$ cat config.mk
export PLATFORM = sky130hd
export DESIGN_NAME = broadcast_ring_queue_flat
export DESIGN_NICKNAME = d
export VERILOG_FILES = /design/src/rtl/brq_pkg.sv /design/src/rtl/brq_if.sv /design/src/rtl/broadcast_ring_queue.sv /design/src/rtl/brq_front.sv /design/src/rtl/brq_back.sv /design/src/flat_wrapper.sv
export SDC_FILE = /design/constraint.sdc
export NUM_CORES = 1
export LEC_CHECK = 0
export BUFFER_PORTS_ARGS = -buffer_cell sky130_fd_sc_hd__buf_2
export CAP_MARGIN = 30
export CORE_MARGIN = 2
export CORE_UTILIZATION = 55
export CTS_CLUSTER_DIAMETER = 80
export DETAILED_ROUTE_END_ITERATION = 10
export HOLD_SLACK_MARGIN = 0.05
export PLACE_DENSITY = 0.71
export SYNTH_ARGS = -nofsm -noshare
export SYNTH_HDL_FRONTEND = slang
export SYNTH_SLANG_ARGS = --single-unit
$ cat constraint.sdc
create_clock -name clk -period 9.25 [get_ports clk]
set_input_delay 1.85 -clock clk [delete_from_list [all_inputs] [get_ports clk]]
set_output_delay 1.85 -clock clk [all_outputs]
set_load 0.01 [all_outputs]
$ cat src/rtl/brq_pkg.sv
// ----------------------------------------------------------------------------
// brq_pkg: shared types and constants for the broadcast ring queue
// Ring sizes, opcode and status codes, command and monitor structs.
// ----------------------------------------------------------------------------
`default_nettype none

package brq_pkg;

  localparam int DEPTH       = 16;
  localparam int PTR_W       = $clog2(DEPTH);
  localparam int MAX_READERS = 8;
  localparam int RD_W        = 3;
  localparam int MSG_WIDTH   = 32;
  localparam int PEND_W      = $clog2(DEPTH + 1);
  localparam int TOTAL_W     = $clog2(MAX_READERS + 1);
  localparam int OP_W        = 3;
  localparam int ST_W        = 3;

  // opcodes
  localparam logic [OP_W-1:0] OP_SUB   = 3'd0;
  localparam logic [OP_W-1:0] OP_UNSUB = 3'd1;
  localparam logic [OP_W-1:0] OP_PUB   = 3'd2;
  localparam logic [OP_W-1:0] OP_FETCH = 3'd3;

  // result status codes
  localparam logic [ST_W-1:0] ST_OK      = 3'd0;
  localparam logic [ST_W-1:0] ST_DROPPED = 3'd1;
  localparam logic [ST_W-1:0] ST_FULL    = 3'd2;
  localparam logic [ST_W-1:0] ST_EMPTY   = 3'd3;
  localparam logic [ST_W-1:0] ST_NOSUB   = 3'd4;
  localparam logic [ST_W-1:0] ST_DUPSUB  = 3'd5;

  // decoded command class; unknown opcodes behave as a query
  typedef enum logic [2:0] {
    K_SUB,
    K_UNSUB,
    K_PUB,
    K_FETCH,
    K_QUERY
  } kind_t;

  typedef struct packed {
    kind_t                kind;
    logic [RD_W-1:0]      reader;
    logic [MSG_WIDTH-1:0] payload;
  } cmd_t;

  // back end status seen by the top level checks
  typedef struct packed {
    logic                busy;
    logic                res_valid;
    logic                ring_empty;
    logic                head_eq_tail;
    logic [TOTAL_W-1:0]  total;
    logic [MAX_READERS-1:0] valid;
  } mon_t;

endpackage

`default_nettype wire

$ cat src/rtl/brq_if.sv
// ----------------------------------------------------------------------------
// brq_if: request and result channels
// Valid/ready channels carrying the operation and its result.
// ----------------------------------------------------------------------------
`default_nettype none

interface brq_in_if import brq_pkg::*; ();
  logic                 valid;
  logic                 ready;
  logic [OP_W-1:0]      opcode;
  logic [RD_W-1:0]      reader;
  logic [MSG_WIDTH-1:0] payload;

  modport source (output valid, output opcode, output reader, output payload, input ready);
  modport sink (input valid, input opcode, input reader, input payload, output ready);
endinterface

interface brq_out_if import brq_pkg::*; ();
  logic                 valid;
  logic                 ready;
  logic [ST_W-1:0]      status;
  logic [MSG_WIDTH-1:0] message;
  logic [PEND_W-1:0]    pending;

  modport source (output valid, output status, output message, output pending, input ready);
  modport sink (input valid, input status, input message, input pending, output ready);
endinterface

`default_nettype wire

$ cat src/rtl/broadcast_ring_queue.sv
// Query, subscribe, dropped publish, empty fetch and unsubscribe of a free
// slot register their result straight from idle; fetch passes through
// S_FETCH and publish through S_PUB; a publish to a full ring first walks
// S_RECLAIM over the read head slots, an unsubscribe walks S_DRAIN over its
// pending messages. One operation runs at a time; the two-entry command
// queue takes requests while not full. Reset spares message and result data.
// ----------------------------------------------------------------------------
// broadcast_ring_queue: multi-reader broadcast ring buffer
// Front end queues classified requests, back end runs them on the ring.
// ----------------------------------------------------------------------------
`default_nettype none

module broadcast_ring_queue import brq_pkg::*; (
  input wire logic  clk,
  input wire logic  rst,
  brq_in_if.sink    in_ch,
  brq_out_if.source out_ch
);

  cmd_t cmd;
  logic cmd_valid;
  logic cmd_ready;
  mon_t mon;

  brq_front u_front (
    .clk       (clk),
    .rst       (rst),
    .in_ch     (in_ch),
    .cmd       (cmd),
    .cmd_valid (cmd_valid),
    .cmd_ready (cmd_ready)
  );

  brq_back u_back (
    .clk       (clk),
    .rst       (rst),
    .cmd       (cmd),
    .cmd_valid (cmd_valid),
    .cmd_ready (cmd_ready),
    .out_ch    (out_ch),
    .mon       (mon)
  );

  // subscriber count tracks the valid bits
  a_total: assert property (@(posedge clk) disable iff (rst)
    mon.total == TOTAL_W'($countones(mon.valid)))
    else $error("subscriber count mismatch");

  // an empty ring has head and tail together
  a_empty: assert property (@(posedge clk) disable iff (rst)
    mon.ring_empty |-> mon.head_eq_tail)
    else $error("empty ring with head away from tail");

  // a multi-cycle operation only runs with the result register free
  a_busy: assert property (@(posedge clk) disable iff (rst)
    mon.busy |-> !mon.res_valid)
    else $error("result pending during operation");

endmodule

`default_nettype wire

$ cat src/rtl/brq_front.sv
// ----------------------------------------------------------------------------
// brq_front: request intake
// Classifies each request and holds it in a two-entry command queue.
// ----------------------------------------------------------------------------
`default_nettype none

module brq_front import brq_pkg::*; (
  input  wire logic clk,
  input  wire logic rst,
  brq_in_if.sink    in_ch,
  output cmd_t      cmd,
  output logic      cmd_valid,
  input  wire logic cmd_ready
);

  cmd_t       q [2];
  logic       wr_ptr;
  logic       rd_ptr;
  logic [1:0] count;
  logic       push;
  logic       pop;
  cmd_t       dec;

  // opcode classification
  always_comb begin
    dec.reader  = in_ch.reader;
    dec.payload = in_ch.payload;
    unique case (in_ch.opcode)
      OP_SUB:   dec.kind = K_SUB;
      OP_UNSUB: dec.kind = K_UNSUB;
      OP_PUB:   dec.kind = K_PUB;
      OP_FETCH: dec.kind = K_FETCH;
      default:  dec.kind = K_QUERY;
    endcase
  end

  assign in_ch.ready = (count != 2'd2);
  assign push        = in_ch.valid && in_ch.ready;
  assign cmd_valid   = (count != 2'd0);
  assign pop         = cmd_valid && cmd_ready;
  assign cmd         = q[rd_ptr];

  // queue storage
  always_ff @(posedge clk) begin
    if (push) begin
      q[wr_ptr] <= dec;
    end
  end

  // queue pointers
  always_ff @(posedge clk) begin
    if (rst) begin
      wr_ptr <= 1'b0;
      rd_ptr <= 1'b0;
      count  <= 2'd0;
    end else begin
      if (push) begin
        wr_ptr <= ~wr_ptr;
      end
      if (pop) begin
        rd_ptr <= ~rd_ptr;
      end
      count <= count + {1'b0, push} - {1'b0, pop};
    end
  end

endmodule

`default_nettype wire

$ cat src/rtl/brq_back.sv
// ----------------------------------------------------------------------------
// brq_back: operation sequencer
// Carries out one command at a time on the ring and reader tables.
// ----------------------------------------------------------------------------
`default_nettype none

module brq_back import brq_pkg::*; (
  input  wire logic  clk,
  input  wire logic  rst,
  input  wire cmd_t  cmd,
  input  wire logic  cmd_valid,
  output logic       cmd_ready,
  brq_out_if.source  out_ch,
  output mon_t       mon
);

  localparam logic [2:0] S_IDLE    = 3'd0;
  localparam logic [2:0] S_RECLAIM = 3'd1;
  localparam logic [2:0] S_PUB     = 3'd2;
  localparam logic [2:0] S_DRAIN   = 3'd3;
  localparam logic [2:0] S_FETCH   = 3'd4;

  localparam logic [PEND_W-1:0] PEND_MAX = PEND_W'(DEPTH);

  logic [2:0]           state;
  cmd_t                 cur;
  logic [PTR_W-1:0]     head;
  logic [PTR_W-1:0]     tail;
  logic                 ring_empty;
  logic [MAX_READERS-1:0] rvalid;
  logic [PTR_W-1:0]     rptr  [MAX_READERS];
  logic [PEND_W-1:0]    rpend [MAX_READERS];
  logic [TOTAL_W-1:0]   total;
  logic [TOTAL_W-1:0]   unread [DEPTH];
  logic [MSG_WIDTH-1:0] mem [DEPTH];
  logic [MSG_WIDTH-1:0] rd_data;
  logic                 res_valid;
  logic [ST_W-1:0]      res_status;
  logic [MSG_WIDTH-1:0] res_message;
  logic [PEND_W-1:0]    res_pending;

  logic             pop;
  logic             full;
  logic             mem_we;
  logic             mem_re;
  logic [RD_W-1:0]  r;
  logic [PTR_W-1:0] rp;
  logic [PTR_W-1:0] head_inc;

  assign pop       = (state == S_IDLE) && cmd_valid && (!res_valid || out_ch.ready);
  assign cmd_ready = pop;
  assign r         = cur.reader;
  assign rp        = rptr[r];
  assign full      = !ring_empty && (head == tail);
  assign head_inc  = head + PTR_W'(1);
  assign mem_we    = (state == S_PUB) && !full;
  assign mem_re    = pop && (cmd.kind == K_FETCH);

  assign out_ch.valid   = res_valid;
  assign out_ch.status  = res_status;
  assign out_ch.message = res_message;
  assign out_ch.pending = res_pending;

  assign mon.busy         = (state != S_IDLE);
  assign mon.res_valid    = res_valid;
  assign mon.ring_empty   = ring_empty;
  assign mon.head_eq_tail = (head == tail);
  assign mon.total        = total;
  assign mon.valid        = rvalid;

  // message store
  always_ff @(posedge clk) begin
    if (mem_we) begin
      mem[tail] <= cur.payload;
    end
    if (mem_re) begin
      rd_data <= mem[rptr[cmd.reader]];
    end
  end

  // result payload
  always_ff @(posedge clk) begin
    if (state == S_IDLE && pop) begin
      res_message <= '0;
      unique case (cmd.kind)
        K_SUB: begin
          res_status  <= rvalid[cmd.reader] ? ST_DUPSUB : ST_OK;
          res_pending <= rvalid[cmd.reader] ? rpend[cmd.reader] : '0;
        end
        K_PUB: begin
          res_status  <= ST_DROPPED;
          res_pending <= rvalid[cmd.reader] ? rpend[cmd.reader] : '0;
        end
        K_UNSUB: begin
          res_status  <= ST_NOSUB;
          res_pending <= '0;
        end
        K_FETCH: begin
          res_status  <= rvalid[cmd.reader] ? ST_EMPTY : ST_NOSUB;
          res_pending <= '0;
        end
        default: begin
          res_status  <= rvalid[cmd.reader] ? ST_OK : ST_NOSUB;
          res_pending <= rvalid[cmd.reader] ? rpend[cmd.reader] : '0;
        end
      endcase
    end else if (state == S_PUB) begin
      res_message <= '0;
      if (full) begin
        res_status  <= ST_FULL;
        res_pending <= rvalid[r] ? rpend[r] : '0;
      end else begin
        res_status  <= ST_OK;
        res_pending <= !rvalid[r] ? '0 :
                       (rpend[r] < PEND_MAX) ? rpend[r] + PEND_W'(1) : rpend[r];
      end
    end else if (state == S_DRAIN) begin
      res_status  <= ST_OK;
      res_message <= '0;
      res_pending <= '0;
    end else if (state == S_FETCH) begin
      res_status  <= ST_OK;
      res_message <= rd_data;
      res_pending <= rpend[r] - PEND_W'(1);
    end
  end

  // sequencer and table updates
  always_ff @(posedge clk) begin
    if (rst) begin
      state      <= S_IDLE;
      head       <= '0;
      tail       <= '0;
      ring_empty <= 1'b1;
      rvalid     <= '0;
      total      <= '0;
      res_valid  <= 1'b0;
      for (int i = 0; i < MAX_READERS; i++) begin
        rptr[i]  <= '0;
        rpend[i] <= '0;
      end
      for (int i = 0; i < DEPTH; i++) begin
        unread[i] <= '0;
      end
    end else begin
      unique case (state)
        S_IDLE: begin
          if (pop) begin
            cur <= cmd;
            unique case (cmd.kind)
              K_SUB: begin
                res_valid <= 1'b1;
                if (!rvalid[cmd.reader]) begin
                  rvalid[cmd.reader] <= 1'b1;
                  rptr[cmd.reader]   <= tail;
                  rpend[cmd.reader]  <= '0;
                  total              <= total + TOTAL_W'(1);
                end
              end
              K_PUB: begin
                if (total == '0) begin
                  res_valid <= 1'b1;
                end else if (full) begin
                  res_valid <= 1'b0;
                  state     <= S_RECLAIM;
                end else begin
                  res_valid <= 1'b0;
                  state     <= S_PUB;
                end
              end
              K_UNSUB: begin
                if (rvalid[cmd.reader]) begin
                  res_valid <= 1'b0;
                  state     <= S_DRAIN;
                end else begin
                  res_valid <= 1'b1;
                end
              end
              K_FETCH: begin
                if (rvalid[cmd.reader] && rpend[cmd.reader] != '0) begin
                  res_valid <= 1'b0;
                  state     <= S_FETCH;
                end else begin
                  res_valid <= 1'b1;
                end
              end
              default: begin
                res_valid <= 1'b1;
              end
            endcase
          end else if (res_valid && out_ch.ready) begin
            res_valid <= 1'b0;
          end
        end
        // free head slots every reader has read, one per cycle
        S_RECLAIM: begin
          if (!ring_empty && unread[head] == '0) begin
            head <= head_inc;
            if (head_inc == tail) begin
              ring_empty <= 1'b1;
            end
          end else begin
            state <= S_PUB;
          end
        end
        S_PUB: begin
          res_valid <= 1'b1;
          state     <= S_IDLE;
          if (!full) begin
            if (ring_empty) begin
              head <= tail;
            end
            ring_empty   <= 1'b0;
            unread[tail] <= total;
            tail         <= tail + PTR_W'(1);
            for (int i = 0; i < MAX_READERS; i++) begin
              if (rvalid[i] && rpend[i] < PEND_MAX) begin
                rpend[i] <= rpend[i] + PEND_W'(1);
              end
            end
          end
        end
        // walk the leaving reader's unread slots
        S_DRAIN: begin
          if (rpend[r] != '0) begin
            if (unread[rp] != '0) begin
              unread[rp] <= unread[rp] - TOTAL_W'(1);
            end
            rptr[r]  <= rp + PTR_W'(1);
            rpend[r] <= rpend[r] - PEND_W'(1);
          end else begin
            rvalid[r] <= 1'b0;
            if (total != '0) begin
              total <= total - TOTAL_W'(1);
            end
            res_valid <= 1'b1;
            state     <= S_IDLE;
          end
        end
        S_FETCH: begin
          if (unread[rp] != '0) begin
            unread[rp] <= unread[rp] - TOTAL_W'(1);
          end
          rptr[r]   <= rp + PTR_W'(1);
          rpend[r]  <= rpend[r] - PEND_W'(1);
          res_valid <= 1'b1;
          state     <= S_IDLE;
        end
        default: begin
          state <= S_IDLE;
        end
      endcase
    end
  end

endmodule

`default_nettype wire
$ cat src/flat_wrapper.sv
// flat-port wrapper written by rule: the top's interface ports become plain ports
module broadcast_ring_queue_flat import brq_pkg::*;
  (clk, rst, in_ch_valid, in_ch_opcode, in_ch_reader, in_ch_payload, in_ch_ready, out_ch_valid, out_ch_status, out_ch_message, out_ch_pending, out_ch_ready);
  brq_in_if in_ch_i ();
  brq_out_if out_ch_i ();
  input wire logic clk;
  input wire logic rst;
  input wire logic [$bits(in_ch_i.valid)-1:0] in_ch_valid;
  input wire logic [$bits(in_ch_i.opcode)-1:0] in_ch_opcode;
  input wire logic [$bits(in_ch_i.reader)-1:0] in_ch_reader;
  input wire logic [$bits(in_ch_i.payload)-1:0] in_ch_payload;
  output wire logic [$bits(in_ch_i.ready)-1:0] in_ch_ready;
  output wire logic [$bits(out_ch_i.valid)-1:0] out_ch_valid;
  output wire logic [$bits(out_ch_i.status)-1:0] out_ch_status;
  output wire logic [$bits(out_ch_i.message)-1:0] out_ch_message;
  output wire logic [$bits(out_ch_i.pending)-1:0] out_ch_pending;
  input wire logic [$bits(out_ch_i.ready)-1:0] out_ch_ready;
  assign in_ch_i.valid = in_ch_valid;
  assign in_ch_i.opcode = in_ch_opcode;
  assign in_ch_i.reader = in_ch_reader;
  assign in_ch_i.payload = in_ch_payload;
  assign in_ch_ready = in_ch_i.ready;
  assign out_ch_valid = out_ch_i.valid;
  assign out_ch_status = out_ch_i.status;
  assign out_ch_message = out_ch_i.message;
  assign out_ch_pending = out_ch_i.pending;
  assign out_ch_i.ready = out_ch_ready;
  broadcast_ring_queue u_core (.clk(clk), .rst(rst), .in_ch(in_ch_i), .out_ch(out_ch_i));
endmodule
==> results of run 1 <==
-- per-layer routing --
layer	vias to the layer above	part of all wire [%]	GRT usage, %
li1	10543	-	-
met1	11703	40	34.7
met2	1008	49	43.4
met3	180	7.4	3.78
met4	0	3.1	9.54
met5	-	0	0
-- final cells by class --
cell class	instances	area, um2
Inverter	28	105
Sequential cell	868	25400
Tap cell	873	1090
Timing Repair Buffer	124	749
Multi-Input combinational cell	1682	10900
Clock inverter	44	499
Fill cell	4999	25600
Clock buffer	123	2490
-- metrics by stage --
stage          worst slack (ns)  hold slack [ns]
6_report                   3.69            0.450
5_1_grt                    3.32            0.471
4_1_cts                    3.83            0.453
3_5_place_dp               3.83            0.445
3_3_place_gp               3.99            0.440
2_1_floorplan              3.63            0.471
-- sequential cells by signal (all words and copies together) (netlist names), 3 cells and up, named ones only --
name / cells
u_core.u_back.rvalid: 8
u_core.u_back.rd_data: 32
u_core.u_back.state: 3
u_core.u_back.mem: 512
u_core.u_back.rptr: 32
u_core.u_back.unread: 64
u_core.u_back.out_ch.status: 3
u_core.u_back.tail: 4
u_core.u_back.out_ch.pending: 5
u_core.u_back.total: 4
u_core.u_back.r: 3
u_core.u_back.head: 4
u_core.u_back.cur: 32
u_core.u_front.q: 76
u_core.u_back.out_ch.message: 32
u_core.u_back.rpend: 40
-- synth_stat cells (8+ instances only) --
| library cell | instances | area [um2] |
|---|---|---|
| edfxtp_1 | 799 | 24000 |
| nand2_1 | 451 | 1690 |
| and2_1 | 165 | 1030 |
| a211oi_1 | 163 | 1220 |
| clkbuf_1 | 142 | 533 |
| a21oi_1 | 125 | 626 |
| nor2_1 | 95 | 357 |
| mux2i_1 | 89 | 891 |
| a311oi_1 | 72 | 631 |
| a31oi_1 | 70 | 438 |
| dfxtp_1 | 69 | 1380 |
| nand3_1 | 58 | 290 |
| o22ai_1 | 37 | 231 |
| mux2_2 | 36 | 405 |
| buf_2 | 25 | 125 |
| inv_1 | 25 | 93.8 |
| o21ai_0 | 25 | 125 |
| xnor2_1 | 23 | 201 |
| nand2b_1 | 22 | 138 |
| ha_1 | 21 | 263 |
| xor2_1 | 19 | 166 |
| nor2b_1 | 17 | 106 |
| nor3_1 | 14 | 70.1 |
| mux4_2 | 12 | 270 |
| and2_0 | 11 | 68.8 |
| nor4_1 | 10 | 62.6 |
| o21ai_1 | 10 | 50.1 |
| or4_1 | 10 | 75.1 |
| buf_6 | 9 | 101 |
| or2_2 | 9 | 56.3 |
| a21boi_2 | 8 | 90.1 |
| or3_1 | 8 | 50.1 |
-- power by group --
part	internal (uW)	switching (uW)	total, uW
clock	2100	1500	3600
combinational	1120	2190	3310
sequential	4680	217	4900
-- logic make-up after synthesis --
family,after synthesis,synth area share [%]
buf+inv,213,2.52
fa+ha+maj,23,0.792
simple gates,895,11.3
flops,868,68.7
xor+xnor,42,0.995
compound gates,572,10.7
mux,150,5.01
-- final timing paths --
check	from	to	slack, ns	cells past startpoint
setup / recovery	flip-flop	u_core.u_back.unread[2][3]	3.69	10
hold / removal	u_core.u_back.out_ch.message[20]	u_core.u_back.out_ch.message[20]	0.45	2
setup reg to reg	flip-flop	u_core.u_back.unread[2][3]	3.69	10
hold reg to reg	u_core.u_back.out_ch.message[20]	u_core.u_back.out_ch.message[20]	0.45	2
-- worst max-delay path: cells and delay by family (launching register included) --
kind | cells | cell delay (ns)
flip-flops | 1 | 0.89
AND/OR/NAND/NOR | 3 | 1.14
adder cells (fa/ha/maj) | 1 | 0.22
multiplexers | 3 | 1.72
AO/OA/AOI/OAI | 3 | 1.41
==> impl_metrics.ini, run 1 <==
[status]
outcome = completed

[global_routing]
gr-usage-all-layers_pct = 25.9
grt_pass1_vias = 23373
antenna_found_initial = 0
grt_pass1_wl_um = 137000
grt_max_degree = 256
overflow = 0

[place]
dp_hpwl_um = 50500
place_congestion = 0.943
dpl_cell_area_mm2 = 0.0382
port_buffers = 83
dp_cells = 3575

[timing]
min_period_ns = 5.56
post-route-period-util_pct = 60.1
finalSetupViolCount = 0
setup_tns_ns = 0
hold_viol = 0
drv_slew = 0
timing.fmax_mhz = 180
grt_setup_unrepaired = no
fin_skew_ns = 0.0283
tightest_slew_ns = 1.40
slew-limit-headroom_pct = 6.59

[floorplan]
die_y_um = 263
core-area_mm2 = 0.0668
rows = 95
start_util_pct = 55.3
fp.dieW_um = 263
io_pins = 84
fp.dieArea_mm2 = 0.0693

[logic_synthesis]
synth-edff-count = 799
async_flop_share_pct = 0
ys_warn_count = 0
ys_types = 79
netlist_instances = 2763
netlist_area_mm2 = 0.0370
synth-seq-area-share_pct = 68.7
ys_ff_latch = 868
synthFlopType = edfxtp_1
syn_avg_cell_area_um2 = 13.4
synth_nets = 2827

[min_path]
worstHoldPathType = reg -> reg

[clock_tree]
cts-resized-gates = 0
clock_latency_ns = 0.65
clock-sinks = 868
clk_path_buf_depth = 3
h-tree-depth = 3
clk_pin_slew_worst_paths_ns = 0.06
cts_buffers = 89
post_cts_buffers = 0
root_buffer = clkbuf_16
cts_tree = yes
holdBufCountCts = 0

[layout]
drive_gt1_share_pct = 13.0
fin_area_mm2 = 0.0412
final_common_cell = edfxtp_1
fin_util_pct = 61.7
diodes = 0
final_cell_mix = edfxtp_1 (799), nand2_1 (450), and2_1 (164)
syn2layout_area_growth_pct = 11.5
final_nets = 2857
instances_no_fill = 3742

[detailed_routing]
drtIter0Drc = 2425
vias_per_cell = 6.26
drc = 0
firstDrtPassIters = 6
drt_wl_total_um = 90100
dr_total_vias = 23434
wl_per_cell_um = 24.1
ant_nets = 0

[critical_path]
crit_chain = mux4_2 -> mux2i_4 -> mux2i_1 -> nand2_1 -> a32oi_1 -> and3_1 -> ha_1 -> a31o_1 -> nand2_1 -> a21boi_0
path_common_cell = nand2_1
start_kind = flip-flop
critPathRequiredTime_ns = 9.72
max_stage_delay_ns = 0.89
cp_slowest_cell = dfxtp_1
path_max_fanout = 26
critPathKind = reg -> reg
cp.arrival_ns = 6.03
critPathCaptureType = flip-flop

[power]
power.leakage_uw = 0.0138
power_density_mw_per_mm2 = 287
power_uw = 11800
vdd_drop_max_v = 0.000348

[flow_run]
drv_cap = 0
No activity file was read; power rests on OpenSTA's default activity.
==> run 2, diff against run 1 <==
PLACE_DENSITY = 0.74   (was 0.71)
clock period = 5 ns   (was 9.25 ns; I/O delays follow)
==> impl_metrics.ini, run 2 (synthesized netlist as in run 1, its figures left out) <==
[detailed_routing]
met1Wirelength_um = 36700
dr_total_vias = 23696
wl_met2_um = 44500
drtIter0Drc = 2553
firstDrtPassIters = 6
ant_nets = 0
top_layer = met5
wl_per_cell_um = 24.1
met3_length_um = 7090
vias_per_cell = 6.26
drc = 0
drt_wl_total_um = 91300

[timing]
setup_tns_ns = 0
setup_ws_ns = 0.537
tightest_slew_ns = 1.01
post-route-period-util_pct = 89.3
hold_viol = 0
grt_setup_unrepaired = no
min_period_ns = 4.46
timing.fmax_mhz = 224
finalSetupViolCount = 0
slew-limit-headroom_pct = 31.4
fin_skew_ns = 0.0226
drv_slew = 0

[clock_tree]
clock-sinks = 868
clk_path_buf_depth = 3
clock_latency_ns = 0.64
holdBufCountCts = 0
cts_tree = yes
h-tree-depth = 3
post_cts_buffers = 0
cts-resized-gates = 0
clk_pin_slew_worst_paths_ns = 0.06
root_buffer = clkbuf_16
cts_buffers = 89

[global_routing]
grt_max_degree = 158
gr-usage-all-layers_pct = 26.2
grt_pass1_vias = 23487
grt_pass1_wl_um = 138000
overflow = 0
antenna_found_initial = 1

[power]
power_density_mw_per_mm2 = 539
vdd_drop_max_v = 0.000458
power.leakage_uw = 0.0142

[critical_path]
critPathKind = reg -> reg
start_kind = flip-flop
critPathCaptureType = flip-flop
r2r_slack_ns = 0.54
regToRegEndpoint = u_core.u_back.rpend[0][0]
critPathRequiredTime_ns = 5.34
path_max_fanout = 11
critPathCapture = u_core.u_back.rpend[0][0]
reg2reg_depth = 12
cp.arrival_ns = 4.80

[floorplan]
core-area_mm2 = 0.0668
fp.dieW_um = 263
fp.dieArea_mm2 = 0.0693
die_y_um = 263
io_pins = 84
rows = 95
start_util_pct = 55.3

[place]
place_congestion = 0.907
place_ws_ns = 0.601
dp_hpwl_um = 55500
port_buffers = 83
dp_cells = 3614

[layout]
final_cell_mix = edfxtp_1 (799), nand2_1 (450), and2_1 (164)
instances_no_fill = 3784
largest_register_ffs = 512
drive_gt1_share_pct = 14.8
regMostFlops = u_core.u_back.mem
fillers = 4775
final_common_cell = edfxtp_1
syn2layout_area_growth_pct = 13.7
diodes = 0
top_regs = u_core.u_back.mem x512, u_core.u_front.q x76, u_core.u_back.unread x64
final_nets = 2899

[status]
outcome = completed

[min_path]
worstHoldPathType = reg -> reg

[flow_run]
drv_cap = 0
==> run 2: layer usage <==
metal	vias to the layer above	GRT usage, %
met5	-	0
met4	2	9.48
met3	194	4.03
met2	1129	43.7
met1	11764	35.2
li1	10607	-
==> run 2: critical path: stages (launching register included) <==
cell and delay, ns:
dfxtp_1 0.54, buf_4 0.27, mux4_2 0.30, mux2i_1 0.43, ha_1 0.32, o211a_1 0.22
nand2b_2 0.18, a21o_1 0.37, mux2i_2 0.50, nand2_1 0.11, or2_2 0.40, o311ai_0 0.27
clkbuf_1 0.23
==> run 2: how the worst min path moves through the flow <==
stage	slack, ns	from	cells after the start	endpoint
final	0.45	u_core.u_back.out_ch.message[12]	2	u_core.u_back.out_ch.message[12]
after detailed placement	0.45	u_core.u_back.out_ch.message[12]	2	u_core.u_back.out_ch.message[12]
after global routing	0.47	u_core.u_back.out_ch.message[3]	2	u_core.u_back.out_ch.message[3]
after global placement	0.44	u_core.u_back.out_ch.message[12]	2	u_core.u_back.out_ch.message[12]
after CTS	0.45	u_core.u_back.out_ch.message[12]	2	u_core.u_back.out_ch.message[12]
after floorplan	0.47	u_core.u_back.rd_data[0]	2	u_core.u_back.out_ch.message[0]
==> run 2: power by group <==
group / total, uW / switching [uW] / internal (uW)
clock: 7170 / 2800 / 4370
sequential: 9060 / 399 / 8660
combinational: 6440 / 4160 / 2280
total: 22700 / 7360 / 15300
==> run 2: layout make-up <==
type	instances	area (um2)	area share (%)
flip-flops and latches	868	25400	60.4
multi-input cells	1682	10900	25.9
clock buffers	116	2510	5.98
repair buffers	166	1350	3.20
well taps	873	1090	2.60
clock inverters	51	721	1.71
inverters	28	105	0.250
==> run 2: metrics by stage <==
| stage | utilization, % | hold slack (ns) | instance area (um2) | power (uW) |
|---|---|---|---|---|
| detailed placement | 58.0 | 0.446 | 38800 | 15500 |
| finish | 62.9 | 0.450 | 42000 | 22700 |
| floorplan | - | 0.471 | 37000 | 13600 |
| global placement | 58.0 | 0.439 | 38700 | 15300 |
| global route | 62.9 | 0.473 | 42000 | 23600 |
| CTS | 62.9 | 0.454 | 42000 | 22700 |
